`src/rtl/core/nnis_pkg.sv`:
```
// Shared types and constants for the nearest-neighbor image scaler.
// No dependencies; every other file in rtl/core imports this package.
`default_nettype none

package nnis_pkg;

  // Default values for the top-level parameters
  localparam int DEF_MAX_SOURCE_WIDTH   = 256;
  localparam int DEF_MAX_SOURCE_HEIGHT  = 256;
  localparam int DEF_STEP_FRACTION_BITS = 16;

  // Fixed field widths
  localparam int COORD_W     = 12;
  localparam int PIXEL_W     = 32;
  localparam int SRC_SIZE_W  = 9;
  localparam int TGT_SIZE_W  = 13;
  localparam int STEP_W      = 24;
  localparam int LIMIT_W     = 13;
  localparam int PROD_W      = COORD_W + STEP_W;
  localparam int CFG_INDEX_W = 3;
  localparam int CFG_DATA_W  = 24;

  // Depth of the queue between front and back
  localparam int QUEUE_DEPTH = 4;

  // Register indexes
  localparam logic [CFG_INDEX_W-1:0] REG_SOURCE_WIDTH  = 3'd0;
  localparam logic [CFG_INDEX_W-1:0] REG_SOURCE_HEIGHT = 3'd1;
  localparam logic [CFG_INDEX_W-1:0] REG_TARGET_WIDTH  = 3'd2;
  localparam logic [CFG_INDEX_W-1:0] REG_TARGET_HEIGHT = 3'd3;
  localparam logic [CFG_INDEX_W-1:0] REG_INVERSE_STEP  = 3'd4;

  // Register reset values
  localparam logic [SRC_SIZE_W-1:0] RST_SOURCE_WIDTH  = 9'd256;
  localparam logic [SRC_SIZE_W-1:0] RST_SOURCE_HEIGHT = 9'd256;
  localparam logic [TGT_SIZE_W-1:0] RST_TARGET_WIDTH  = 13'd256;
  localparam logic [TGT_SIZE_W-1:0] RST_TARGET_HEIGHT = 13'd256;
  localparam logic [STEP_W-1:0]     RST_INVERSE_STEP  = 24'd65536;

  // Operation codes of an input word
  localparam logic OP_LOAD  = 1'b0;
  localparam logic OP_FETCH = 1'b1;

  // What the back end does with a queued word
  typedef enum logic [1:0] {
    KIND_WRITE,
    KIND_READ,
    KIND_RANGE
  } kind_t;

  localparam int KIND_W = 2;

  typedef struct packed {
    logic               op;
    logic [COORD_W-1:0] column;
    logic [COORD_W-1:0] line_index;
    logic [PIXEL_W-1:0] pixel_in;
  } item_t;

  typedef struct packed {
    logic [PIXEL_W-1:0] pixel_out;
    logic               out_of_range;
  } result_t;

  typedef struct packed {
    logic [SRC_SIZE_W-1:0] source_width;
    logic [SRC_SIZE_W-1:0] source_height;
    logic [TGT_SIZE_W-1:0] target_width;
    logic [TGT_SIZE_W-1:0] target_height;
    logic [STEP_W-1:0]     inverse_step;
  } cfg_t;

endpackage

`default_nettype wire

```
`src/rtl/core/nnis_front.sv`:
```
// Front end: accepts words, drops loads outside the source, classifies
// fetches and maps them to a frame-store address. Uses nnis_pkg.
`default_nettype none

module nnis_front
  import nnis_pkg::*;
#(
  parameter int MAX_SOURCE_WIDTH   = DEF_MAX_SOURCE_WIDTH,
  parameter int MAX_SOURCE_HEIGHT  = DEF_MAX_SOURCE_HEIGHT,
  parameter int STEP_FRACTION_BITS = DEF_STEP_FRACTION_BITS,
  localparam int COL_W   = $clog2(MAX_SOURCE_WIDTH),
  localparam int ROW_W   = $clog2(MAX_SOURCE_HEIGHT),
  localparam int ADDR_W  = $clog2(MAX_SOURCE_WIDTH * MAX_SOURCE_HEIGHT),
  localparam int ENTRY_W = KIND_W + ADDR_W + PIXEL_W
) (
  input  wire logic               clk,
  input  wire logic               rst,
  input  wire cfg_t               cfg,
  input  wire logic               item_valid,
  output logic                    item_ready,
  input  wire item_t              item,
  output logic                    push,
  output logic [ENTRY_W-1:0]      push_data,
  input  wire logic               full
);

  localparam int SRC_W = PROD_W - STEP_FRACTION_BITS;

  logic [LIMIT_W-1:0] sw_ext;
  logic [LIMIT_W-1:0] sh_ext;
  logic [LIMIT_W-1:0] eff_w;
  logic [LIMIT_W-1:0] eff_h;
  logic [LIMIT_W-1:0] col_ext;
  logic [LIMIT_W-1:0] row_ext;
  logic               load_ok;
  logic               fetch_oor;
  logic               keep;
  kind_t              kind_in;
  logic [PROD_W-1:0]  prod_c;
  logic [PROD_W-1:0]  prod_r;

  logic               s1_valid;
  kind_t              s1_kind;
  logic [COORD_W-1:0] s1_col;
  logic [COORD_W-1:0] s1_row;
  logic [PROD_W-1:0]  s1_prod_c;
  logic [PROD_W-1:0]  s1_prod_r;
  logic [PIXEL_W-1:0] s1_pixel;

  logic [SRC_W-1:0]   src_c;
  logic [SRC_W-1:0]   src_r;
  logic [SRC_W-1:0]   lim_c;
  logic [SRC_W-1:0]   lim_r;
  logic [SRC_W-1:0]   clamp_c;
  logic [SRC_W-1:0]   clamp_r;
  logic [COL_W-1:0]   col_sel;
  logic [ROW_W-1:0]   row_sel;
  logic [ADDR_W-1:0]  addr_next;

  logic               s2_valid;
  logic               s2_free;
  kind_t              s2_kind;
  logic [ADDR_W-1:0]  s2_addr;
  logic [PIXEL_W-1:0] s2_pixel;

  // Effective source size: zero acts as one, capped at the store size
  always_comb begin
    sw_ext = LIMIT_W'(cfg.source_width);
    sh_ext = LIMIT_W'(cfg.source_height);
    if (sw_ext == '0) begin
      eff_w = LIMIT_W'(1);
    end else if (sw_ext > LIMIT_W'(MAX_SOURCE_WIDTH)) begin
      eff_w = LIMIT_W'(MAX_SOURCE_WIDTH);
    end else begin
      eff_w = sw_ext;
    end
    if (sh_ext == '0) begin
      eff_h = LIMIT_W'(1);
    end else if (sh_ext > LIMIT_W'(MAX_SOURCE_HEIGHT)) begin
      eff_h = LIMIT_W'(MAX_SOURCE_HEIGHT);
    end else begin
      eff_h = sh_ext;
    end
  end

  // Classify the incoming word
  always_comb begin
    col_ext   = LIMIT_W'(item.column);
    row_ext   = LIMIT_W'(item.line_index);
    load_ok   = (col_ext < eff_w) && (row_ext < eff_h);
    fetch_oor = (col_ext >= cfg.target_width) || (row_ext >= cfg.target_height);
    if (item.op == OP_LOAD) begin
      kind_in = KIND_WRITE;
      keep    = load_ok;
    end else begin
      kind_in = fetch_oor ? KIND_RANGE : KIND_READ;
      keep    = 1'b1;
    end
    prod_c = PROD_W'(item.column) * PROD_W'(cfg.inverse_step);
    prod_r = PROD_W'(item.line_index) * PROD_W'(cfg.inverse_step);
  end

  assign s2_free    = !s2_valid || !full;
  assign item_ready = !s1_valid || s2_free;
  assign push       = s2_valid && !full;
  assign push_data  = {s2_kind, s2_addr, s2_pixel};

  // For fetches drop the fraction, clamp to the last source column and row
  always_comb begin
    src_c   = s1_prod_c[PROD_W-1:STEP_FRACTION_BITS];
    src_r   = s1_prod_r[PROD_W-1:STEP_FRACTION_BITS];
    lim_c   = SRC_W'(eff_w - LIMIT_W'(1));
    lim_r   = SRC_W'(eff_h - LIMIT_W'(1));
    clamp_c = (src_c > lim_c) ? lim_c : src_c;
    clamp_r = (src_r > lim_r) ? lim_r : src_r;
    if (s1_kind == KIND_WRITE) begin
      col_sel = s1_col[COL_W-1:0];
      row_sel = s1_row[ROW_W-1:0];
    end else begin
      col_sel = clamp_c[COL_W-1:0];
      row_sel = clamp_r[ROW_W-1:0];
    end
    addr_next = ADDR_W'(row_sel) * ADDR_W'(MAX_SOURCE_WIDTH) + ADDR_W'(col_sel);
  end

  always_ff @(posedge clk) begin
    if (rst) begin
      s1_valid <= 1'b0;
      s2_valid <= 1'b0;
    end else begin
      if (item_ready) begin
        s1_valid <= item_valid && keep;
      end
      if (s2_free) begin
        s2_valid <= s1_valid;
      end
    end
  end

  always_ff @(posedge clk) begin
    if (item_ready && item_valid) begin
      s1_kind   <= kind_in;
      s1_col    <= item.column;
      s1_row    <= item.line_index;
      s1_prod_c <= prod_c;
      s1_prod_r <= prod_r;
      s1_pixel  <= item.pixel_in;
    end
    if (s2_free && s1_valid) begin
      s2_kind  <= s1_kind;
      s2_addr  <= addr_next;
      s2_pixel <= s1_pixel;
    end
  end

endmodule

`default_nettype wire

```
`config.mk`:
```
export PLATFORM = sky130hd
export DESIGN_NAME = nnis_front
export DESIGN_NICKNAME = d
export VERILOG_FILES = /design/src/rtl/core/nnis_pkg.sv /design/src/rtl/core/nnis_front.sv
export SDC_FILE = /design/constraint.sdc
export NUM_CORES = 1
export LEC_CHECK = 0
export BUFFER_PORTS_ARGS = -buffer_cell sky130_fd_sc_hd__buf_2
export CAP_MARGIN = 20
export CORE_ASPECT_RATIO = 0.9
export CORE_MARGIN = 2
export CORE_UTILIZATION = 58
export CTS_BUF_LIST = sky130_fd_sc_hd__clkbuf_4
export CTS_CLUSTER_SIZE = 12
export DETAILED_ROUTE_END_ITERATION = 16
export PLACE_DENSITY = 0.8
export SYNTH_ARGS = -nofsm -noshare
export SYNTH_HDL_FRONTEND = slang
export SYNTH_SLANG_ARGS = --single-unit
```
`constraint.sdc`:
```
create_clock -name clk -period 6 [get_ports clk]
set_input_delay 1.5 -clock clk [delete_from_list [all_inputs] [get_ports clk]]
set_output_delay 1.5 -clock clk [all_outputs]
set_load 0.05 [all_outputs]
```
==> summary.txt, run 1 <==
Placement
  • IO Port Bufs: 180
  • Post-DP HPWL: 47700 um
  • GPL Wtd Cong: a little under 0.9
  • Post-Place Cell Area: 0.0273 mm2
  • DP Worst Slack: -809 ps

Worst setup path
  • CP startpoint: cfg[12]
  • Kind of critical path: in2reg
  • Arr. time, crit path: ~6400 ps
  • End of the worst register-to-register path: s2_addr[7]
  • Setup crit end: s1_prod_c[35]
  • Crit start category: primary input
  • Reg2reg setup slack: about 2900 ps
  • CP required: 6410 ps
  • R2R Path Start: s1_prod_c[27]
  • Crit Path Max Fanout: 7
  • Crit. End Element: flip-flop
  • Reg2reg path depth: 9

Synth
  • Cell count after synthesis: around 2500
  • Distinct cell type count after synthesis: 66
  • Compound-gate portion of the synthesized area: 0.0570
  • Synth Area in XOR/XNOR: 0.0170
  • Cell Area, Synth: 0.0237 mm2
  • Syn_area_per_cell: approximately 9.6 um2
  • Top cells by area, synth: fa_1 37%, edfxtp_1 18%, ha_1 12%, inv_1 8.5%, nand2_1 7.4%
  • Yosys top cell by area: fa_1
  • Post-synthesis register bit count: 142
  • Adder-Cell Fraction of Synth Area: 0.487
  • Ys flop type: edfxtp_1
  • Mux cell area share after synthesis: 0.0116
  • Post-Synth Simple-Gate Area: 0.147
  • Post-synthesis sequential area ratio: 0.179
  • Synth top area share: 0.370
  • Async SR Flop Fraction: 0
  • Main combinational cell family by area after synthesis: adder cells
  • Number of synthesized flops with an enable pin: 140
  • YS warnings: 0

STA
  • RSZ-0062 raised after global routing: yes
  • Final worst-path cycle share: 0.995
  • Count of final hold-check violations: 0
  • Min Tclk post-route: ~6000 ps
  • F_max: about 170 MHz
  • Min setup slack post-route: between 20 and 30 ps
  • Setup_tns: 0 ps
  • Final Skew: between 20 and 30 ps
  • Rel. slew slack: 0.334
  • Max-slew violations: 0
  • Worst Tran Pin Value: between 900 and 1000 ps
  • Final setup violation count: 0

Flow run
  • Max Cap Viol: 0

Clock network
  • CTS Sinks: between 100 and 150
  • Reg clk slew, reported paths: roughly 150 ps
  • Post-CTS Hold Buffers: 0
  • H-tree levels: 4
  • Clk root buf: clkbuf_4
  • Clock buffer depth: 2
  • Cts bufs inserted: 17
  • Clock Latency Late Sink: between 600 and 700 ps
  • TritonCTS clock tree: yes

Layout
  • Commonest non-fill, non-tap cell in the layout: inv_1
  • FF/Latch Area: between 0.004 and 0.005 mm2
  • Fraction of layout cells with a size suffix above 1: 0.195
  • Nets@finish: approximately 3600
  • Commonest cells after routing, fill and taps aside: 532 x inv_1, 462 x nand2_1, 427 x fa_1
  • Fin area: about 0.028 mm2
  • Fillers: around 3000
  • Area of the multi-input gates: between 0.015 and 0.02 mm2
  • P&R area growth vs syn: 18.5%

Hold path
  • Cells on Worst Hold Path: 0
  • Hold WC Path Type: reg2reg

Drt
  • Routed WL per cell: roughly 17 um
  • Drt drc: 0
  • 1st-pass router iterations: 5
  • Post-DRT Antenna Nets: 0
  • Vias: about 18000
  • Vias per std cell: approximately 5.4
  • Total wire length: approximately 57000 um
  • Starting DRT DRC Count: roughly 1200

Floorplan
  • Die height: roughly 200 um
  • Core ar.: slightly above 0.04 mm2
  • Die area: ~0.043 mm2
  • Die W: 217 um
  • Num ports: 181
  • Initial core utilization: 0.586
  • # rows: 70

Run status
  • Status: finished clean

Global route
  • Gr ovfl total: 0
  • Vias in the first global route: 20100
  • Initial antenna violation count: 1
  • First-pass GRT wire length: ~96000 um
  • Largest net degree at the start of global routing: between 50 and 60
  • GRT Util Overall: 0.282

Power and ir drop
  • PwrDens: approximately 530 mW/mm2
  • P_leak: ~14 nW
  • Max rail drop VDD: about 0.00066 V
report_power, final:
group | leakage (nW) | total, mW | internal, mW | switching (mW)
sequential | 1.36 | 1.78 | 1.70 | 0.0763
clock | 0.135 | 0.639 | 0.216 | 0.422
combinational | 12.7 | 12.4 | 6.03 | 6.33
total | 14.2 | 14.8 | 7.95 | 6.83
logic make-up after synthesis:
group / after synthesis
buf+inv: 638
compound gates: 210
flops: 142
other cells: 1
simple gates: 759
xor+xnor: 46
fa+ha+maj: 660
mux: 26
layer usage:
layer / wire length [um] / part of all wire / vias to the layer above / track usage
li1: - / - / 8361 / -
met1: 23400 / 0.41 / 9208 / 0.369
met2: 28700 / 0.50 / 659 / 0.482
met3: 4070 / 0.071 / 97 / 0.0516
met4: 1290 / 0.022 / 0 / 0.0817
met5: 0 / 0 / - / 0
worst min path at each step:
stage                       startpoint      endpoint  slack, ps
after floorplan            s1_pixel[0]   s2_pixel[0]        400
after CTS                 s1_pixel[21]  s2_pixel[21]        430
after global placement     s1_pixel[5]   s2_pixel[5]        400
after detailed placement   s1_pixel[6]   s2_pixel[6]        410
after global routing      s1_pixel[21]  s2_pixel[21]        440
final                      s1_pixel[4]   s2_pixel[4]        420
layout make-up:
| type | count | area share |
|---|---|---|
| multi-input combinational | 1721 | 0.626 |
| antenna | 1 | 0.0000891 |
| inverter | 535 | 0.0715 |
| clock buffer | 17 | 0.00454 |
| tap | 540 | 0.0241 |
| timing repair buffer | 440 | 0.118 |
| clock inverter | 15 | 0.00530 |
| sequential | 142 | 0.151 |
sequential cells by signal, indices dropped and copies added (netlist names):
name and flops:
s2_kind 2, s1_valid 1, s1_pixel 32, s2_pixel 32
s1_prod_c 20, s1_kind 2, s1_row 8, s1_col 8
s2_valid 1, s2_addr 16, s1_prod_r 20
cells in the mapped netlist (all sizes together) (4+ instances only):
cell type	n
inv	534
nand2	469
fa	438
ha	222
and2	159
edfxtp	140
clkbuf	100
a21oi	68
a21o	44
o21ai	39
nor2	30
xnor2	28
nand3	20
nand4	19
xor2	18
nor3	16
mux2i	15
nor2b	12
mux2	11
nand2b	10
or3	9
o21a	6
a2111oi	5
a211oi	5
a31oi	5
a21boi	4
a31o	4
critical path: stages:
cell and delay (ps):
buf_4 160, buf_4 160, and2_1 150, fa_1 550
fa_1 440, fa_1 490, fa_1 500, inv_1 50
fa_1 480, inv_1 70, ha_4 280, and3_4 190
o2111ai_4 170, a2111oi_4 460, a21oi_4 100, o211a_1 260
a31o_1 220, xnor2_1 130
stage by stage:
step           utilization  hold slack (ps)  total power [mW]  cells
2_1_floorplan            -              400              9.38   2501
3_3_place_gp         0.674              401              12.8   3363
3_5_place_dp         0.674              406              13.3   3363
4_1_cts              0.682              434              14.0   3395
5_1_grt              0.694              440              16.4   3411
6_report             0.694              423              14.8   3411
timing repair:
| action | 4_1_cts | 5_1_grt |
|---|---|---|
| gates cloned | 0 | 2 |
| pin swaps | 0 | 38 |
| setup endpoints to repair | 3 | 28 |
| buffers inserted | 0 | 13 |
| gates resized for setup | 5 | 115 |
(Power assumes the default switching activity.)
==> run 2, diff against run 1 <==
--- a/config.mk
+++ b/config.mk
@@ -9,11 +9,11 @@
 export CAP_MARGIN = 20
 export CORE_ASPECT_RATIO = 0.9
 export CORE_MARGIN = 2
-export CORE_UTILIZATION = 58
-export CTS_BUF_LIST = sky130_fd_sc_hd__clkbuf_4
+export CORE_UTILIZATION = 57
+export CTS_BUF_LIST = sky130_fd_sc_hd__clkbuf_4 sky130_fd_sc_hd__clkbuf_8 sky130_fd_sc_hd__clkbuf_16
 export CTS_CLUSTER_SIZE = 12
 export DETAILED_ROUTE_END_ITERATION = 16
-export PLACE_DENSITY = 0.8
+export PLACE_DENSITY = 0.79
 export SYNTH_ARGS = -nofsm -noshare
 export SYNTH_HDL_FRONTEND = slang
 export SYNTH_SLANG_ARGS = --single-unit
==> run 2 against run 1 <==
Net effect: the run now ends with negative setup slack left; first-iteration DRC count rose by 5.3%; hold slack got worse by 3.1 ps; critical endpoint is now s1_prod_r[32]; sequential power barely moved; largest power group unchanged; combinational power rose by 23%.
==> summary.txt, run 2 (synthesis gave the netlist of run 1 again) <==
Worst setup path
  • End of the worst register-to-register path: s2_addr[7] (unchanged)
  • Crit start category: primary input (unchanged)
  • Arr. time, crit path: 6350 ps (was 6390 ps)
  • Crit path max-delay family: adder cells (unchanged)
  • CP required: 6200 ps (was 6410 ps)
  • CP startpoint: cfg[6] (was cfg[12])
  • Reg2reg path depth: 9 (unchanged)
  • CP peak stage delay: 560 ps (was 550 ps)
  • Crit Path Max Fanout: 4 (was 7)
  • Kind of critical path: in2reg (unchanged)
  • Crit. End Element: flip-flop (unchanged)
  • Worst path most repeated cell: fa_1 (unchanged)
  • Slowest-stage cell, CP: fa_1 (unchanged)
  • Worst Path Buf+Inv: 9 (was 4)
  • Critical-path cell list: buf_16 -> buf_12 -> buf_6 -> buf_6 -> nand2_2 -> fa_1 -> inv_2 -> fa_1 -> fa_1 -> fa_1 -> inv_2 -> fa_1 -> inv_2 -> ha_4 -> nor3b_4 -> a211oi_2 -> buf_4 -> a21oi_4 -> a21oi_4 -> buf_6 -> o311ai_4 -> o211ai_1 -> xnor2_1 (was buf_4 -> buf_4 -> and2_1 -> fa_1 -> fa_1 -> fa_1 -> fa_1 -> inv_1 -> fa_1 -> inv_1 -> ha_4 -> and3_4 -> o2111ai_4 -> a2111oi_4 -> a21oi_4 -> o211a_1 -> a31o_1 -> xnor2_1)
  • Reg2reg setup slack: 2850 ps (was 2880 ps)
  • R2R Path Start: s1_prod_c[27] (unchanged)
  • Setup crit end: s1_prod_r[32] (was s1_prod_c[35])
  • WP depth: 23 (was 18)

Layout
  • Commonest non-fill, non-tap cell in the layout: inv_1 (unchanged)
  • Commonest cells after routing, fill and taps aside: 509 x inv_1, 443 x nand2_1, 407 x fa_1 (was 532 x inv_1, 462 x nand2_1, 427 x fa_1)
  • FF/Latch Area: 0.00424 mm2 (unchanged)
  • Final Util: 0.736 (was 0.694)
  • P&R area growth vs syn: 26.8% (was 18.5%)
  • Fraction of layout cells with a size suffix above 1: 0.256 (was 0.195)
  • Nets@finish: 3697 (was 3646)
  • Area of the multi-input gates: 0.0183 mm2 (was 0.0176 mm2)
  • Biggest regs: s1_pixel: 32 flops, s2_pixel: 32 flops (unchanged)
  • ANT cells: 0 (was 1)
  • Fin area: 0.0301 mm2 (was 0.0281 mm2)
  • Fillers: 2670 (was 2957)

Placement
  • IO Port Bufs: 180 (unchanged)
  • GPL Wtd Cong: 0.881 (was 0.864)
  • Post-Place Cell Area: 0.0273 mm2 (about the same)
  • Post-DP HPWL: 48100 um (was 47700 um)

Clock network
  • CTS Sinks: 142 (unchanged)
  • Reg clk slew, reported paths: 70 ps (was 150 ps)
  • Cts bufs inserted: 17 (unchanged)
  • Clock Latency Late Sink: 460 ps (was 660 ps)
  • TritonCTS clock tree: yes (unchanged)
  • Clock buffer depth: 2 (unchanged)
  • Post-CTS Hold Buffers: 0 (unchanged)
  • H-tree levels: 4 (unchanged)
  • Clk root buf: clkbuf_16 (was clkbuf_4)

Run status
  • Status: complete, but fails checks (was finished clean)
  • Failing checks: negative setup slack

Power and ir drop
  • Seq pwr share: 0.098 (was 0.120)
  • Clock power share: 0.060 (was 0.043)
  • P_leak: 14.9 nW (was 14.2 nW)
  • Max rail drop VDD: 0.000695 V (was 0.000665 V)
  • Sw frac: 0.460 (was 0.462)
  • PwrDens: 602 mW/mm2 (was 526 mW/mm2)
  • Internal power: 9.77 mW (was 7.95 mW)
  • Net Sw Power: 8.33 mW (was 6.83 mW)
  • Combinational share of power: 0.842 (was 0.836)

Floorplan
  • # rows: 70 (unchanged)
  • Die height: 197 um (was 196 um)
  • Initial core utilization: 0.581 (was 0.586)
  • Num ports: 181 (unchanged)
  • Die W: 219 um (was 217 um)
  • Die area: 0.0432 mm2 (was 0.0425 mm2)
  • Core ar.: 0.0408 mm2 (was 0.0405 mm2)

Hold path
  • Hold WC Path Type: reg2reg (unchanged)

Drt
  • Post-DRT Antenna Nets: 0 (unchanged)
  • Vias per std cell: 5.47 (was 5.37)
  • Routed WL per cell: 18.5 um (was 16.8 um)
  • 1st-pass router iterations: 6 (was 5)
  • Vias: 18900 (was 18300)
  • Starting DRT DRC Count: 1282 (was 1217)
  • Total wire length: 64100 um (was 57500 um)
  • Drt drc: 0 (unchanged)

STA
  • Min setup slack post-route: -150 ps (was 27.4 ps)
  • Worst Tran Pin Value: 730 ps (was 987 ps)
  • Min Tclk post-route: 6150 ps (was 5970 ps)
  • RSZ-0062 raised after global routing: yes (unchanged)
  • Setup_tns: -1520 ps (was 0 ps)
  • F_max: 163 MHz (was 167 MHz)
  • Rel. slew slack: 0.513 (was 0.334)
  • Final Skew: 10.0 ps (was 27.4 ps)
  • Count of final hold-check violations: 0 (unchanged)
  • Max-slew violations: 0 (unchanged)
  • Final setup violation count: 19 (was 0)
  • Final worst-path cycle share: 1.02 (was 0.995)

Global route
  • Gr ovfl total: 0 (unchanged)
  • Vias in the first global route: 20600 (was 20100)
  • Largest net degree at the start of global routing: 52 (was 51)
  • Initial antenna violation count: 0 (was 1)
  • First-pass GRT wire length: 98800 um (was 95700 um)
  • GRT Util Overall: 0.291 (was 0.282)

Flow run
  • Max Cap Viol: 0 (unchanged)
run 2: cell types whose count changed in the layout (fill, tap and decap cells not counted), moves of 13 or more:
cell and change:
a21oi_1 -18, and2_1 -13, and2_4 +13, buf_6 +26, buf_8 +17, clkbuf_16 +22, clkbuf_4 -24, fa_1 -20
fa_2 +20, ha_1 -15, inv_1 -23, inv_2 +23, nand2_1 -19, nand2_2 +15
run 2: what timing repair did:
item,CTS,global route
pin swaps,74,122
endpoints found under the setup margin,37,36
gates resized for setup,171,219
gates cloned,3,7
setup buffers,20,33
run 2: stage by stage:
| stage | std cells | hold slack [ps] | power [mW] | setup slack (ps) |
|---|---|---|---|---|
| after floorplan | 2501 | 400 | 9.38 | -189 |
| after global placement | 3371 | 400 | 12.9 | -791 |
| after detailed placement | 3371 | 405 | 13.5 | -935 |
| after CTS | 3424 | 420 | 15.8 | -124 |
| after global routing | 3461 | 425 | 19.6 | -290 |
| final | 3461 | 419 | 18.1 | -150 |
run 2: how the worst min path moves through the flow:
stage | start | to | cells after the start
6_report | s1_pixel[10] | s2_pixel[10] | 0
5_1_grt | s1_pixel[24] | s2_pixel[24] | 0
4_1_cts | s1_pixel[4] | s2_pixel[4] | 0
3_5_place_dp | s1_pixel[14] | s2_pixel[14] | 0
3_3_place_gp | s1_pixel[26] | s2_pixel[26] | 0
2_1_floorplan | s1_pixel[0] | s2_pixel[0] | 0
run 2: layout make-up:
cell class / instances / share of cell area
tap: 540 / 0.0225
inverter: 535 / 0.0668
timing repair buffer: 491 / 0.142
sequential: 142 / 0.141
clock buffer: 17 / 0.0142
multi-input combinational: 1721 / 0.608
clock inverter: 15 / 0.00541
run 2: worst reg2reg max path, cell delays in order, from the launching register on:
cell and delay (ps):
edfxtp_1 380, ha_1 320, nand3_1 110, or3_1 420, or4_4 570, nand2_1 110
o41ai_1 80, a31o_1 400, mux2i_1 210, mux2_2 310
run 2: metal layers:
metal	up-vias	global-route usage	part of all wire
li1	8469	-	-
met1	9538	0.370	0.39
met2	777	0.505	0.50
met3	143	0.0534	0.081
met4	0	0.0913	0.029
met5	-	0	0
run 2: power by group through the flow:
| stage | Clock, mW | Sequential (mW) | Combinational, mW |
|---|---|---|---|
| floorplan | 0 | 1.83 | 7.55 |
| global placement | 0 | 1.79 | 11.1 |
| detailed placement | 0 | 1.80 | 11.7 |
| CTS | 1.10 | 1.78 | 12.9 |
| global route | 1.14 | 1.80 | 16.6 |
| finish | 1.09 | 1.78 | 15.2 |
