**config.mk**
```make
export PLATFORM = sky130hd
export DESIGN_NAME = nnis_queue
export DESIGN_NICKNAME = d
export VERILOG_FILES = /design/src/rtl/core/nnis_pkg.sv /design/src/rtl/core/nnis_queue.sv
export SDC_FILE = /design/constraint.sdc
export NUM_CORES = 1
export LEC_CHECK = 0
export ABC_CLOCK_PERIOD_IN_PS = 1600
export BUFFER_PORTS_ARGS = -buffer_cell sky130_fd_sc_hd__buf_2
export CAP_MARGIN = 25
export CORE_AREA = 2 2 48 50
export DETAILED_ROUTE_END_ITERATION = 8
export DIE_AREA = 0 0 50 52
export GPL_TIMING_DRIVEN = 0
export HOLD_SLACK_MARGIN = 0.05
export SLEW_MARGIN = 0
export SYNTH_ARGS = -nofsm -noshare
export SYNTH_HDL_FRONTEND = slang
export SYNTH_SLANG_ARGS = --single-unit
```
**constraint.sdc**
```tcl
create_clock -name clk -period 1.6 [get_ports clk]
set_clock_uncertainty 0.2 [all_clocks]
set_input_delay 0 -clock clk [delete_from_list [all_inputs] [get_ports clk]]
set_output_delay 0 -clock clk [all_outputs]
set_load 0.01 [all_outputs]
```
**src/rtl/core/nnis_pkg.sv**
```systemverilog
// Shared types and constants for the nearest-neighbor image scaler.
// No dependencies; every other file in rtl/core imports this package.
`default_nettype none

package nnis_pkg;

  // Default values for the top-level parameters
  localparam int DEF_MAX_SOURCE_WIDTH   = 256;
  localparam int DEF_MAX_SOURCE_HEIGHT  = 256;
  localparam int DEF_STEP_FRACTION_BITS = 16;

  // Fixed field widths
  localparam int COORD_W     = 12;
  localparam int PIXEL_W     = 32;
  localparam int SRC_SIZE_W  = 9;
  localparam int TGT_SIZE_W  = 13;
  localparam int STEP_W      = 24;
  localparam int LIMIT_W     = 13;
  localparam int PROD_W      = COORD_W + STEP_W;
  localparam int CFG_INDEX_W = 3;
  localparam int CFG_DATA_W  = 24;

  // Depth of the queue between front and back
  localparam int QUEUE_DEPTH = 4;

  // Register indexes
  localparam logic [CFG_INDEX_W-1:0] REG_SOURCE_WIDTH  = 3'd0;
  localparam logic [CFG_INDEX_W-1:0] REG_SOURCE_HEIGHT = 3'd1;
  localparam logic [CFG_INDEX_W-1:0] REG_TARGET_WIDTH  = 3'd2;
  localparam logic [CFG_INDEX_W-1:0] REG_TARGET_HEIGHT = 3'd3;
  localparam logic [CFG_INDEX_W-1:0] REG_INVERSE_STEP  = 3'd4;

  // Register reset values
  localparam logic [SRC_SIZE_W-1:0] RST_SOURCE_WIDTH  = 9'd256;
  localparam logic [SRC_SIZE_W-1:0] RST_SOURCE_HEIGHT = 9'd256;
  localparam logic [TGT_SIZE_W-1:0] RST_TARGET_WIDTH  = 13'd256;
  localparam logic [TGT_SIZE_W-1:0] RST_TARGET_HEIGHT = 13'd256;
  localparam logic [STEP_W-1:0]     RST_INVERSE_STEP  = 24'd65536;

  // Operation codes of an input word
  localparam logic OP_LOAD  = 1'b0;
  localparam logic OP_FETCH = 1'b1;

  // What the back end does with a queued word
  typedef enum logic [1:0] {
    KIND_WRITE,
    KIND_READ,
    KIND_RANGE
  } kind_t;

  localparam int KIND_W = 2;

  typedef struct packed {
    logic               op;
    logic [COORD_W-1:0] column;
    logic [COORD_W-1:0] line_index;
    logic [PIXEL_W-1:0] pixel_in;
  } item_t;

  typedef struct packed {
    logic [PIXEL_W-1:0] pixel_out;
    logic               out_of_range;
  } result_t;

  typedef struct packed {
    logic [SRC_SIZE_W-1:0] source_width;
    logic [SRC_SIZE_W-1:0] source_height;
    logic [TGT_SIZE_W-1:0] target_width;
    logic [TGT_SIZE_W-1:0] target_height;
    logic [STEP_W-1:0]     inverse_step;
  } cfg_t;

endpackage

`default_nettype wire

```
**src/rtl/core/nnis_queue.sv**
```systemverilog
// Short register FIFO between the scaler front and back ends.
// Uses nnis_pkg for the queue depth.
`default_nettype none

module nnis_queue
  import nnis_pkg::*;
#(
  parameter int WIDTH = 1
) (
  input  wire logic             clk,
  input  wire logic             rst,
  input  wire logic             push,
  input  wire logic [WIDTH-1:0] push_data,
  output logic                  full,
  input  wire logic             pop,
  output logic                  valid,
  output logic [WIDTH-1:0]      pop_data
);

  localparam int PTR_W = $clog2(QUEUE_DEPTH);
  localparam int CNT_W = $clog2(QUEUE_DEPTH + 1);

  logic [WIDTH-1:0] entries [QUEUE_DEPTH];
  logic [PTR_W-1:0] wr_ptr;
  logic [PTR_W-1:0] rd_ptr;
  logic [CNT_W-1:0] count;

  assign full     = (count == CNT_W'(QUEUE_DEPTH));
  assign valid    = (count != '0);
  assign pop_data = entries[rd_ptr];

  always_ff @(posedge clk) begin
    if (rst) begin
      wr_ptr <= '0;
      rd_ptr <= '0;
      count  <= '0;
    end else begin
      if (push) begin
        wr_ptr <= (wr_ptr == PTR_W'(QUEUE_DEPTH - 1)) ? '0 : wr_ptr + PTR_W'(1);
      end
      if (pop) begin
        rd_ptr <= (rd_ptr == PTR_W'(QUEUE_DEPTH - 1)) ? '0 : rd_ptr + PTR_W'(1);
      end
      if (push && !pop) begin
        count <= count + CNT_W'(1);
      end else if (pop && !push) begin
        count <= count - CNT_W'(1);
      end
    end
  end

  always_ff @(posedge clk) begin
    if (push) begin
      entries[wr_ptr] <= push_data;
    end
  end

endmodule

`default_nettype wire

```
==> results of run 1 <==
-- power by group --
group          switching [mW]  total [mW]  internal (mW)
logic                  0.0688       0.153         0.0844
clock network          0.0981       0.195         0.0965
registers              0.0222       0.392          0.370
-- layer usage --
metal	global-route usage, %	wire [um]
met1	7.69	368
met2	16.2	496
met5	0	0
met3	1.72	25
met4	8.33	34
-- how the worst max path moves through the flow --
stage,startpoint,endpoint,slack (ns),cells after the start
2_1_floorplan,count[0],count[2],0.01,4
3_5_place_dp,pop,count[2],-0.07,8
5_1_grt,count[0],count[2],-0.03,4
6_report,count[0],count[2],0.01,4
3_3_place_gp,pop,count[2],-0.05,8
4_1_cts,count[0],count[2],0.02,4
-- metrics by stage --
| step | cell area [um2] | worst slack (ns) |
|---|---|---|
| after global routing | 771 | -0.0348 |
| final | 771 | 0.0106 |
| after global placement | 657 | -0.0504 |
| after CTS | 767 | 0.0152 |
| after detailed placement | 657 | -0.0652 |
| after floorplan | 587 | 0.0118 |
-- worst max-delay path, cell delays in order, from the launching register on --
cell and delay, ns:
sky130_fd_sc_hd__dfxtp_4 0.35, sky130_fd_sc_hd__fa_2 0.38, sky130_fd_sc_hd__xor2_1 0.15, sky130_fd_sc_hd__or3_1 0.32, sky130_fd_sc_hd__a21oi_2 0.12
-- kinds of logic (layout without fill, tap and decap cells) --
group	count (synthesis)	after routing	synth area share, %
compound gates	4	4	3.41
flops	13	13	51.2
xor+xnor	2	2	2.99
fa+ha+maj	7	7	16.2
simple gates	15	15	14.1
buf+inv	5	24	3.20
mux	4	4	8.96
-- Yosys cell counts --
| cell type | n | area share, % |
|---|---|---|
| sky130_fd_sc_hd__dfxtp_1 | 9 | 31 |
| sky130_fd_sc_hd__ha_1 | 6 | 13 |
| sky130_fd_sc_hd__nor2_1 | 6 | 3.8 |
| sky130_fd_sc_hd__inv_1 | 5 | 3.2 |
| sky130_fd_sc_hd__and2_1 | 4 | 4.3 |
| sky130_fd_sc_hd__edfxtp_1 | 4 | 20 |
| sky130_fd_sc_hd__a21oi_1 | 3 | 2.6 |
| sky130_fd_sc_hd__mux2i_1 | 3 | 5.1 |
| sky130_fd_sc_hd__nor3b_1 | 3 | 3.8 |
| sky130_fd_sc_hd__or3_1 | 2 | 2.1 |
| sky130_fd_sc_hd__xor2_1 | 2 | 3.0 |
| sky130_fd_sc_hd__fa_1 | 1 | 3.4 |
| sky130_fd_sc_hd__mux4_2 | 1 | 3.8 |
| sky130_fd_sc_hd__o21ai_0 | 1 | 0.85 |
-- what timing repair did --
item                                    in CTS  in global routing
endpoints found under the hold margin       17                  0
pin swaps                                    1                  0
buffers inserted                             1                  0
hold buffers                                 7                  0
gates resized for setup                      3                  1
endpoints found under the setup margin       1                  1
-- final cells by class --
cell class              count  area, um2  share of cell area, %
multi-input cells          32        274                   35.6
flip-flops and latches     13        304                   39.4
clock buffers               4       26.3                   3.41
well taps                  28       35.0                   4.55
inverters                   5       18.8                   2.44
repair buffers             15        113                   14.6
==> results summary, run 1 <==
The initial antenna violation count came out at 0. The via count of the first global-routing pass came to 412. The average routed wire per standard cell came out at 9.53 um. The weighted congestion at the end of routability-driven global placement is 0.664. The number of placed instances, taps included, is 85.

After detailed routing, the total wire length is 924 um. The post-detailed-route count of antenna-violating nets is 0. The relative area change from synthesis to final layout came out at 31.3%. For the pin with the worst max-slew slack, the measured transition is 0.202 ns. The number of CTS-inserted buffers came out at 3.

After clock tree synthesis, the clock-pin slew on the worst setup and hold paths is 0.08 ns. The setup slack of the worst register-to-register path came out at 0.01 ns. The vias after detailed routing came out at 412. The clock root buffer is sky130_fd_sc_hd__clkbuf_4. The mean post-synth cell area came out at 11.7 um2. The clock period could shrink to 1.59 ns. The critical path startpoint category is a flop.

The startpoint-to-endpoint class of the critical path is reg2reg. The H-tree depth came out at 1. The worst-case hold slack is 0.184 ns. Setup repair after global routing could not meet its margin everywhere.

The buffer depth of the longest clock path is 2. After floorplanning, the core was sized to cover 2110 um2. The worst hold path passes through 5 cells. The remaining global-route overflow came out at 0. The mean number of vias per cell came out at 4.25.

TritonCTS built the clock tree. The count of boundary I/O pins came out at 8. The die is 52 um tall. The clock latency reported for the late side of the worst-skew pair is 0.27 ns. The synthesized instance count came out at 50. The total of flip-flops plus latches after synthesis is 13. The net count of the finished layout is 82. The total count of max-transition violations in the final report came out at 0.

The largest fanout on the critical path came out at 2. The initial standard-cell utilization of the core came out at 27.9%. The analysis attributes to cell leakage a power of 0.336 nW. At the worst endpoint, the arrival time is 1.60 ns. The worst register-to-register path begins at count[0].

The post-route netlist has 21.7% of its cells at a drive strength greater than 1. The count of unique library cells instantiated by Yosys came out at 14. Measured in cells, the most critical reg-to-reg path has a length of 4. Cells fill 36.6% of the core in the end. The overall track demand over capacity in global routing is 8.70%. Leaving out filler cells and counting taps, the final layout contains 97. Entering global routing, the biggest net connects 8 pins. Setup violations remaining at the end of the flow were counted as 0. From left edge to right edge, the die measures 50 um. The first detailed-routing pass ran for 2 iterations. The full die area is 2600 um2.

The first-pass GRT wire length is 1590 um. For this run, design rule violations remaining after detail routing come to 0. The worst hold path begins at push. STA classifies the critical path endpoint as a flop.

The share of the clock period used by the worst path came out at 99.3%. The endpoint identified for the worst register-to-register timing path is count[2]. The run finished with clean final reports. VDD sags by at most 342 uV.

The filler cell count is 217. The number of antenna cells inserted came out at 0. The number of warning messages in the yosys log is 0. The clock sink count is 13. The top cell types in the final layout, fill and taps aside, are 8 x sky130_fd_sc_hd__dfxtp_1, 7 x sky130_fd_sc_hd__dlygate4sd3_1, 7 x sky130_fd_sc_hd__buf_2, 6 x sky130_fd_sc_hd__nor2_1, 6 x sky130_fd_sc_hd__ha_1. The timing-limited maximum frequency came out at 629 MHz.

The post-synthesis sequential area ratio is 51.2%. The count of input and output buffers came out at 7. Summed over all failing endpoints, the final setup total negative slack is 0 ns. The placed wire-length estimate after detailed placement came out at 603 um. The number of failing hold endpoints at the final stage is 0. For this design the ratio of total power to cell area is 960 nW/um2.

The number of rows created at floorplan is 17. After the first detailed-routing iteration, the DRC count stood at 1. The number of nets handed over by synthesis was 62. The tool flagged a number of max-cap violations equal to 0. Total power for the finished layout comes to 740 uW. The library cell used most frequently in the layout, excluding fill and tap cells, is sky130_fd_sc_hd__dfxtp_1. STA puts the critical path data required time at 1.61 ns. The summed instance area of the synthesized netlist came out at 587 um2. The remaining max-slew budget at the tightest pin came out at 86.4%. The end point of the most critical hold path is count[2]. The path class of the tightest hold or removal check is in2reg.
No activity file was read; power rests on OpenSTA's default activity.
==> run 2: changes to the inputs <==
--- a/config.mk
+++ b/config.mk
@@ -5,12 +5,13 @@
 export SDC_FILE = /design/constraint.sdc
 export NUM_CORES = 1
 export LEC_CHECK = 0
+export ABC_AREA = 1
 export ABC_CLOCK_PERIOD_IN_PS = 1600
 export BUFFER_PORTS_ARGS = -buffer_cell sky130_fd_sc_hd__buf_2
 export CAP_MARGIN = 25
-export CORE_AREA = 2 2 48 50
+export CORE_AREA = 2 2 50 52
 export DETAILED_ROUTE_END_ITERATION = 8
-export DIE_AREA = 0 0 50 52
+export DIE_AREA = 0 0 52 54
 export GPL_TIMING_DRIVEN = 0
 export HOLD_SLACK_MARGIN = 0.05
 export SLEW_MARGIN = 0
==> results summary, run 2 <==
The number of failing setup endpoints in the final timing report came out at 0 (unchanged). The end point of the most critical hold path is count[2]. The number of buffers and inverters on the critical path came out at 2 (+2). The most used flip-flop cell after synthesis is sky130_fd_sc_hd__dfxtp_1.

The worst-case hold slack came out at 0.108 ns (-0.0765 ns). The areal power density over the cells is 948 nW/um2 (-1.2%). The share of the clock period used by the worst path came to 90.3% (-9.0 points). The area share of the leading cell type in the synthesized netlist is 27.9% (-2.9 points). The buffer depth of the longest clock path is 2 (unchanged). The worst reg2reg path depth came out at 7 (+3). The beginning of the worst register-to-register path is count[0]. The post-route DRC violation count is 0 (unchanged). Walking the worst path, the cells encountered are fa_1 -> inv_1 -> nand2_1 -> nand3_1 -> nand2_1 -> inv_1 -> nor2_1. The clock slew at the register clock pins of the worst setup and hold paths is 0.08 ns (about the same). The number of cells on the worst hold path is 7 (+2). The path length in cells of the critical path came out at 7 (+3). The overall die height is 54 um (+3.8%). The die width is 52 um (+4.0%).

The pin count of the biggest net entering global routing came out at 8 (unchanged). The setup slack of the worst register-to-register path is 0.15 ns (+0.14 ns). The peak supply drop was 351 uV (+2.7%).

The family of cells with the greatest summed delay on the critical path is adder cells. The leakage power summed over all cells is 0.390 nW (+16%). The via count of the first global-routing pass came out at 431 (+4.6%). The setup path with the least slack is of type reg2reg. The net count of the finished layout came out at 101 (+23%). The tightest min-delay check is of the in2reg type. The initial standard-cell utilization of the core is 27.9% (about the same). The initial antenna violation count is 0 (unchanged). The count of instances resized after the clock tree is built came out at 0 (-3). The root buffer cell chosen for the clock tree is sky130_fd_sc_hd__clkbuf_4. The library cell used most frequently in the layout, excluding fill and tap cells, is sky130_fd_sc_hd__nor2_1. The count of routing violations after the opening detailed-route iteration came to 1 (unchanged). The overall track demand over capacity in global routing is 8.12% (-0.58 points). The number of warning messages in the yosys log is 0 (unchanged). The timing-limited maximum frequency was 692 MHz (+10%).

The remaining global-route overflow came out at 0 (unchanged). The mean post-synth cell area is 9.11 um2 (-22%). The stage delay of the slowest cell on the critical path came to 0.47 ns (+0.09 ns). The first-pass GRT wire length is 1600 um (+0.82%). The number of rows created at floorplan came out at 18 (+1). The number of failing hold endpoints at the final stage came out at 0 (unchanged). The total count of max-transition violations in the final report is 0 (unchanged).

The vias after detailed routing came out at 476 (+16%). The reported max-cap violation count was 0 (unchanged). The placed wire-length estimate after detailed placement came out at 735 um (+22%). The required time at the worst-slack endpoint is 1.58 ns (-0.03 ns). On the critical path, the stage with the largest delay is an instance of sky130_fd_sc_hd__fa_1. The share of synthesized flip-flops with an asynchronous set or reset is 0% (unchanged). The weighted congestion at the end of routability-driven global placement was 0.678 (+2.0%). The worst setup path is launched from a flop.

The synthesized instance count came out at 71 (+42%). By count the netlist is led by 13 x sky130_fd_sc_hd__nor2_1, 9 x sky130_fd_sc_hd__dfxtp_1, 8 x sky130_fd_sc_hd__nand2_1. The number of cells in the design after placement came out at 108 (+27%). The H-tree depth is 1 (unchanged).

The sort of element at the end of the critical path is a flop. The count of flip-flops with a built-in enable after synthesis is 4 (unchanged). The number of CTS-inserted buffers came out at 3 (unchanged).

The synthesized design spends more area on one cell type than any other, namely sky130_fd_sc_hd__dfxtp_1. The endpoint identified for the worst register-to-register timing path is count[2]. The number of antenna cells inserted is 0 (unchanged). The total wire length is 970 um (+5.0%). The summed instance area of the synthesized netlist came to 647 um2 (+10%). The clock sink count came out at 13 (unchanged). The post-synthesis sequential area ratio is 46.4% (-4.8 points).

Setup repair after global routing left no endpoint under its margin. The transition time at the pin with the least slew margin came out at 0.239 ns (+0.0376 ns). The largest fanout on the critical path is 4 (+2). By instance count, the leading cell after synthesis is sky130_fd_sc_hd__nor2_1. The data arrival time at the worst-slack endpoint came out at 1.43 ns (-0.17 ns).

The overall power came out at 764 uW (+3.3%). The mean number of vias per cell is 4.03 (-5.0%). The average routed wire per standard cell is 8.22 um (-14%). The total core area is 2320 um2 (+10%). The number of search-and-repair iterations in the first detailed-routing pass is 2 (unchanged). Compared with the post-synthesis result, the final layout area differs by 24.6%.

The clock latency reported for the late side of the worst-skew pair came to 0.28 ns (about the same). The filler-free cell count of the finished design came to 118 (+22%). The count of boundary I/O pins came out at 8 (unchanged). Leaving out fill and tap cells, the most frequent cells in the layout are 13 x sky130_fd_sc_hd__nor2_1, 9 x sky130_fd_sc_hd__dfxtp_1, 8 x sky130_fd_sc_hd__nand2_1, 7 x sky130_fd_sc_hd__inv_1, 7 x sky130_fd_sc_hd__buf_2. The setup TNS came to 0 ns (unchanged). The CTS tree is built. The remaining max-slew budget at the tightest pin is 84.0% (-2.4 points). The post-detailed-route count of antenna-violating nets came out at 0 (unchanged). The flow ran to the end, and the final reports show no timing, DRC or antenna violations. The count of input and output buffers came out at 7 (unchanged). The post-synth net total is 83 (+34%). The share of cells above drive strength 1 came out at 23.9% (+2.1 points). The full die area is 2810 um2 (+8.0%). The post-route minimum period is 1.45 ns (-0.144 ns). The count of unique library cells instantiated by Yosys is 20 (+6).

The hold path startpoint is push. Yosys attributes the largest share of cell area to sky130_fd_sc_hd__dfxtp_1 28%, sky130_fd_sc_hd__edfxtp_1 19%, sky130_fd_sc_hd__ha_1 12%. The total of flip-flops plus latches after synthesis was 13 (unchanged).
[run 2: changes by cell type after synthesis, sizes merged, moves of 4 or more]
cell   change
nand2      +9
inv        +8
nor2       +7
and2       -4
o21ai      +4
[run 2: cell families after synthesis]
kind of cell	Yosys count	synth area share [%]
simple gates	27	18.8
flops	13	46.4
xor+xnor	2	2.71
fa+ha+maj	7	14.7
compound gates	7	5.42
buf+inv	15	12.0
[run 2: repair_timing]
action / in CTS / in global routing
hold buffers: 6 / 0
endpoints found under the hold margin: 17 / 0
setup buffers: 0 / 0
endpoints found under the setup margin: 0 / 0
[run 2: area by class of cell]
type / count / area, um2
fillers: 240 / 1510
well taps: 30 / 37.5
multi-input cells: 43 / 269
flip-flops and latches: 13 / 300
repair buffers: 13 / 95.1
plain buffers: 1 / 11.3
clock buffers: 4 / 26.3
inverters: 14 / 66.3
[run 2: per-stage QoR]
step / instance area [um2] / setup WS (ns) / util (%)
after floorplan: 647 / 0.229 / -
after CTS: 806 / 0.147 / 34.7
after detailed placement: 719 / 0.151 / 31.0
final: 806 / 0.155 / 34.7
after global routing: 806 / 0.0283 / 34.7
after global placement: 719 / 0.166 / 31.0
[run 2: worst reg2reg max path, cell delays in order, from the launching register on]
cell	delay [ns]
sky130_fd_sc_hd__dfxtp_1	0.36
sky130_fd_sc_hd__fa_1	0.47
sky130_fd_sc_hd__inv_1	0.07
sky130_fd_sc_hd__nand2_1	0.06
sky130_fd_sc_hd__nand3_1	0.07
sky130_fd_sc_hd__nand2_1	0.05
sky130_fd_sc_hd__inv_1	0.04
sky130_fd_sc_hd__nor2_1	0.04
[run 2: worst max-delay path by stage]
| stage | startpoint | slack, ns | end |
|---|---|---|---|
| after floorplan | count[0] | 0.23 | count[2] |
| after global placement | pop | 0.17 | count[2] |
| after detailed placement | count[0] | 0.15 | count[2] |
| after CTS | count[0] | 0.15 | count[2] |
| after global routing | count[0] | 0.03 | count[2] |
| final | count[0] | 0.15 | count[2] |
[run 2: report_power, final]
part	leakage (nW)	switching, mW	internal [mW]
registers	0.111	0.0253	0.370
logic	0.263	0.0807	0.0863
clock network	0.0150	0.106	0.0968
[run 2: metal layers]
layer  share of wire, %  global-route usage, %  up-vias
met3                2.5                   1.67        5
met2                 51                   13.5        8
li1                   -                      -      254
met1                 43                   8.47      209
met5                  0                      0        -
met4                4.0                   7.89        0
==> run 3: changes to the inputs <==
--- a/config.mk
+++ b/config.mk
@@ -9,11 +9,12 @@
 export ABC_CLOCK_PERIOD_IN_PS = 1600
 export BUFFER_PORTS_ARGS = -buffer_cell sky130_fd_sc_hd__buf_2
 export CAP_MARGIN = 25
-export CORE_AREA = 2 2 50 52
+export CORE_AREA = 2 2 41 43
 export DETAILED_ROUTE_END_ITERATION = 8
-export DIE_AREA = 0 0 52 54
+export DIE_AREA = 0 0 43 45
 export GPL_TIMING_DRIVEN = 0
 export HOLD_SLACK_MARGIN = 0.05
+export PLACE_DENSITY = 0.65
 export SLEW_MARGIN = 0
 export SYNTH_ARGS = -nofsm -noshare
 export SYNTH_HDL_FRONTEND = slang
==> results summary, run 3 (synthesized netlist as in run 2, its figures left out) <==
The flow ran to the end, and the final reports show no timing, DRC or antenna violations. The total count of max-transition violations in the final report came out at 0 (unchanged). The setup path with the least slack is of type reg2reg. The post-detailed-route count of antenna-violating nets came to 0 (unchanged). The required time at the worst-slack endpoint came out at 1.58 ns (about the same). The weighted congestion at the end of routability-driven global placement is 0.644 (-5.0%).

The worst setup path is captured at a flop. The peak supply drop came to 558 uV (+59%). The number of rows created at floorplan is 14 (-4). The vias after detailed routing was 467 (-1.9%).

The average routed wire per standard cell came to 9.40 um (+14%). The kind of path behind the tightest hold check is in2reg. The number of CTS-inserted buffers came to 3 (unchanged).

The library cell used most frequently in the layout, excluding fill and tap cells, is sky130_fd_sc_hd__nor2_1. The worst setup slack after layout came to 0.173 ns (+0.0189 ns). The via count of the first global-routing pass is 442 (+2.6%). The full die area is 1940 um2 (-31%). The top cell types in the final layout, fill and taps aside, are 13 x sky130_fd_sc_hd__nor2_1, 9 x sky130_fd_sc_hd__dfxtp_1, 8 x sky130_fd_sc_hd__nand2_1, 7 x sky130_fd_sc_hd__inv_1, 7 x sky130_fd_sc_hd__buf_2.

Setup repair after global routing left no endpoint under its margin. The filler cell count came to 157 (-35%). The areal power density over the cells is 965 nW/um2 (+1.8%). The remaining global-route overflow came out at 0 (unchanged). The pre-CTS worst setup slack is 0.167 ns (+0.0162 ns).

The clock latency reported for the late side of the worst-skew pair was 0.28 ns (about the same). The share of cells above drive strength 1 came out at 23.9% (unchanged). The buffer depth of the longest clock path came out at 2 (unchanged). The leakage power summed over all cells is 0.390 nW (unchanged). The overall power is 761 uW (-0.46%). The number of buffers inserted by post-CTS setup repair is 0 (unchanged).

The clock sink count is 13 (unchanged). The total core area came out at 1470 um2 (-37%). The H-tree depth is 1 (unchanged). The mean number of vias per cell was 4.49 (+11%).

The net count of the finished layout came out at 101 (unchanged). The initial standard-cell utilization of the core is 44.0% (+16 points). The multi-input gate area in the final layout is 269 um2 (unchanged). The die width is 43 um (-17%).

The setup TNS is 0 ns (unchanged). The area taken by flip-flops and latches came to 300 um2 (unchanged). The timing-limited maximum frequency is 701 MHz (+1.3%). The largest fanout on the critical path was 4 (unchanged).

The post-route minimum period is 1.43 ns (-0.0189 ns). The count of boundary I/O pins is 8 (unchanged). The remaining max-slew budget at the tightest pin came out at 88.2% (+4.2 points). The initial antenna violation count is 0 (unchanged).

The post-route DRC violation count is 0 (unchanged). The number of antenna cells inserted is 0 (unchanged). The reported max-cap violation count was 0 (unchanged). The CTS tree is built.

The share of the clock period used by the worst path came out at 89.2% (-1.2 points). The clock slew at the register clock pins of the worst setup and hold paths was 0.08 ns (about the same). The setup slack of the worst register-to-register path was 0.17 ns (+0.02 ns). The data arrival time at the worst-slack endpoint is 1.41 ns (-0.02 ns). The count of input and output buffers came out at 7 (unchanged).

The overall track demand over capacity in global routing is 12.8% (+4.6 points). The first-pass GRT wire length came to 1750 um (+9.1%). The total wire length came out at 978 um (+0.82%). The count of routing violations after the opening detailed-route iteration is 4 (+3). The number of failing hold endpoints at the final stage is 0 (unchanged). CTS placed an instance of sky130_fd_sc_hd__clkbuf_4 at the clock tree root.

The transition time at the pin with the least slew margin is 0.176 ns (-0.0638 ns). The overall die height came out at 45 um (-17%). The pin count of the biggest net entering global routing came out at 8 (unchanged). The critical path startpoint category is a flop. The number of search-and-repair iterations in the first detailed-routing pass was 2 (unchanged). The relative area change from synthesis to final layout came out at 21.9%.

The number of failing setup endpoints in the final timing report is 0 (unchanged). The placed wire-length estimate after detailed placement is 747 um (+1.6%).
[run 3: cell counts in the layout (fill, tap and decap cells not counted)]
No cell type changed its count.
[run 3: worst paths after layout]
path             start        end  cells after the start
max           count[0]   count[2]                      7
min reg2reg  rd_ptr[1]  rd_ptr[1]                      2
max reg2reg   count[0]   count[2]                      7
min               push   count[2]                      7
[run 3: cell type report]
class                           count  share of cell area (%)
Buffer                              1                    1.43
Clock buffer                        4                    3.33
Inverter                           14                    8.41
Multi-Input combinational cell     43                    34.1
Sequential cell                    13                    38.1
Tap cell                           16                    2.54
Timing Repair Buffer               13                    12.1
[run 3: power by group]
| part | switching (mW) | leakage (nW) | internal [mW] | total (mW) |
|---|---|---|---|---|
| sequential | 0.0244 | 0.111 | 0.370 | 0.394 |
| clock | 0.104 | 0.0150 | 0.0966 | 0.200 |
| combinational | 0.0805 | 0.263 | 0.0860 | 0.166 |
| total | 0.208 | 0.390 | 0.552 | 0.761 |
[run 3: what timing repair did]
item,4_1_cts,5_1_grt
endpoints found under the hold margin,17,0
hold buffers,6,0
resized for setup,0,0
[run 3: per-layer routing]
| layer | vias to the layer above | GRT usage, % | share of wire [%] |
|---|---|---|---|
| met5 | - | 0 | 0 |
| met4 | 0 | 5.45 | 0.92 |
| met3 | 2 | 6.00 | 5.8 |
| met2 | 9 | 22.7 | 51 |
| met1 | 201 | 12.9 | 43 |
| li1 | 255 | - | - |
[run 3: metrics by stage]
step | cells | utilization [%] | hold WS, ns | instance area, um2
after floorplan | 71 | - | -0.130 | 647
after global placement | 94 | 47.7 | 0.0210 | 702
after detailed placement | 94 | 47.7 | 0.0340 | 702
after CTS | 104 | 53.6 | 0.0678 | 788
after global routing | 104 | 53.6 | 0.138 | 788
final | 104 | 53.6 | 0.0709 | 788
[run 3: critical path, cell delays in order (launching register included)]
cell,delay (ns)
sky130_fd_sc_hd__dfxtp_1,0.36
sky130_fd_sc_hd__fa_1,0.46
sky130_fd_sc_hd__inv_1,0.07
sky130_fd_sc_hd__nand2_1,0.06
sky130_fd_sc_hd__nand3_1,0.06
sky130_fd_sc_hd__nand2_1,0.05
sky130_fd_sc_hd__inv_1,0.04
sky130_fd_sc_hd__nor2_1,0.03
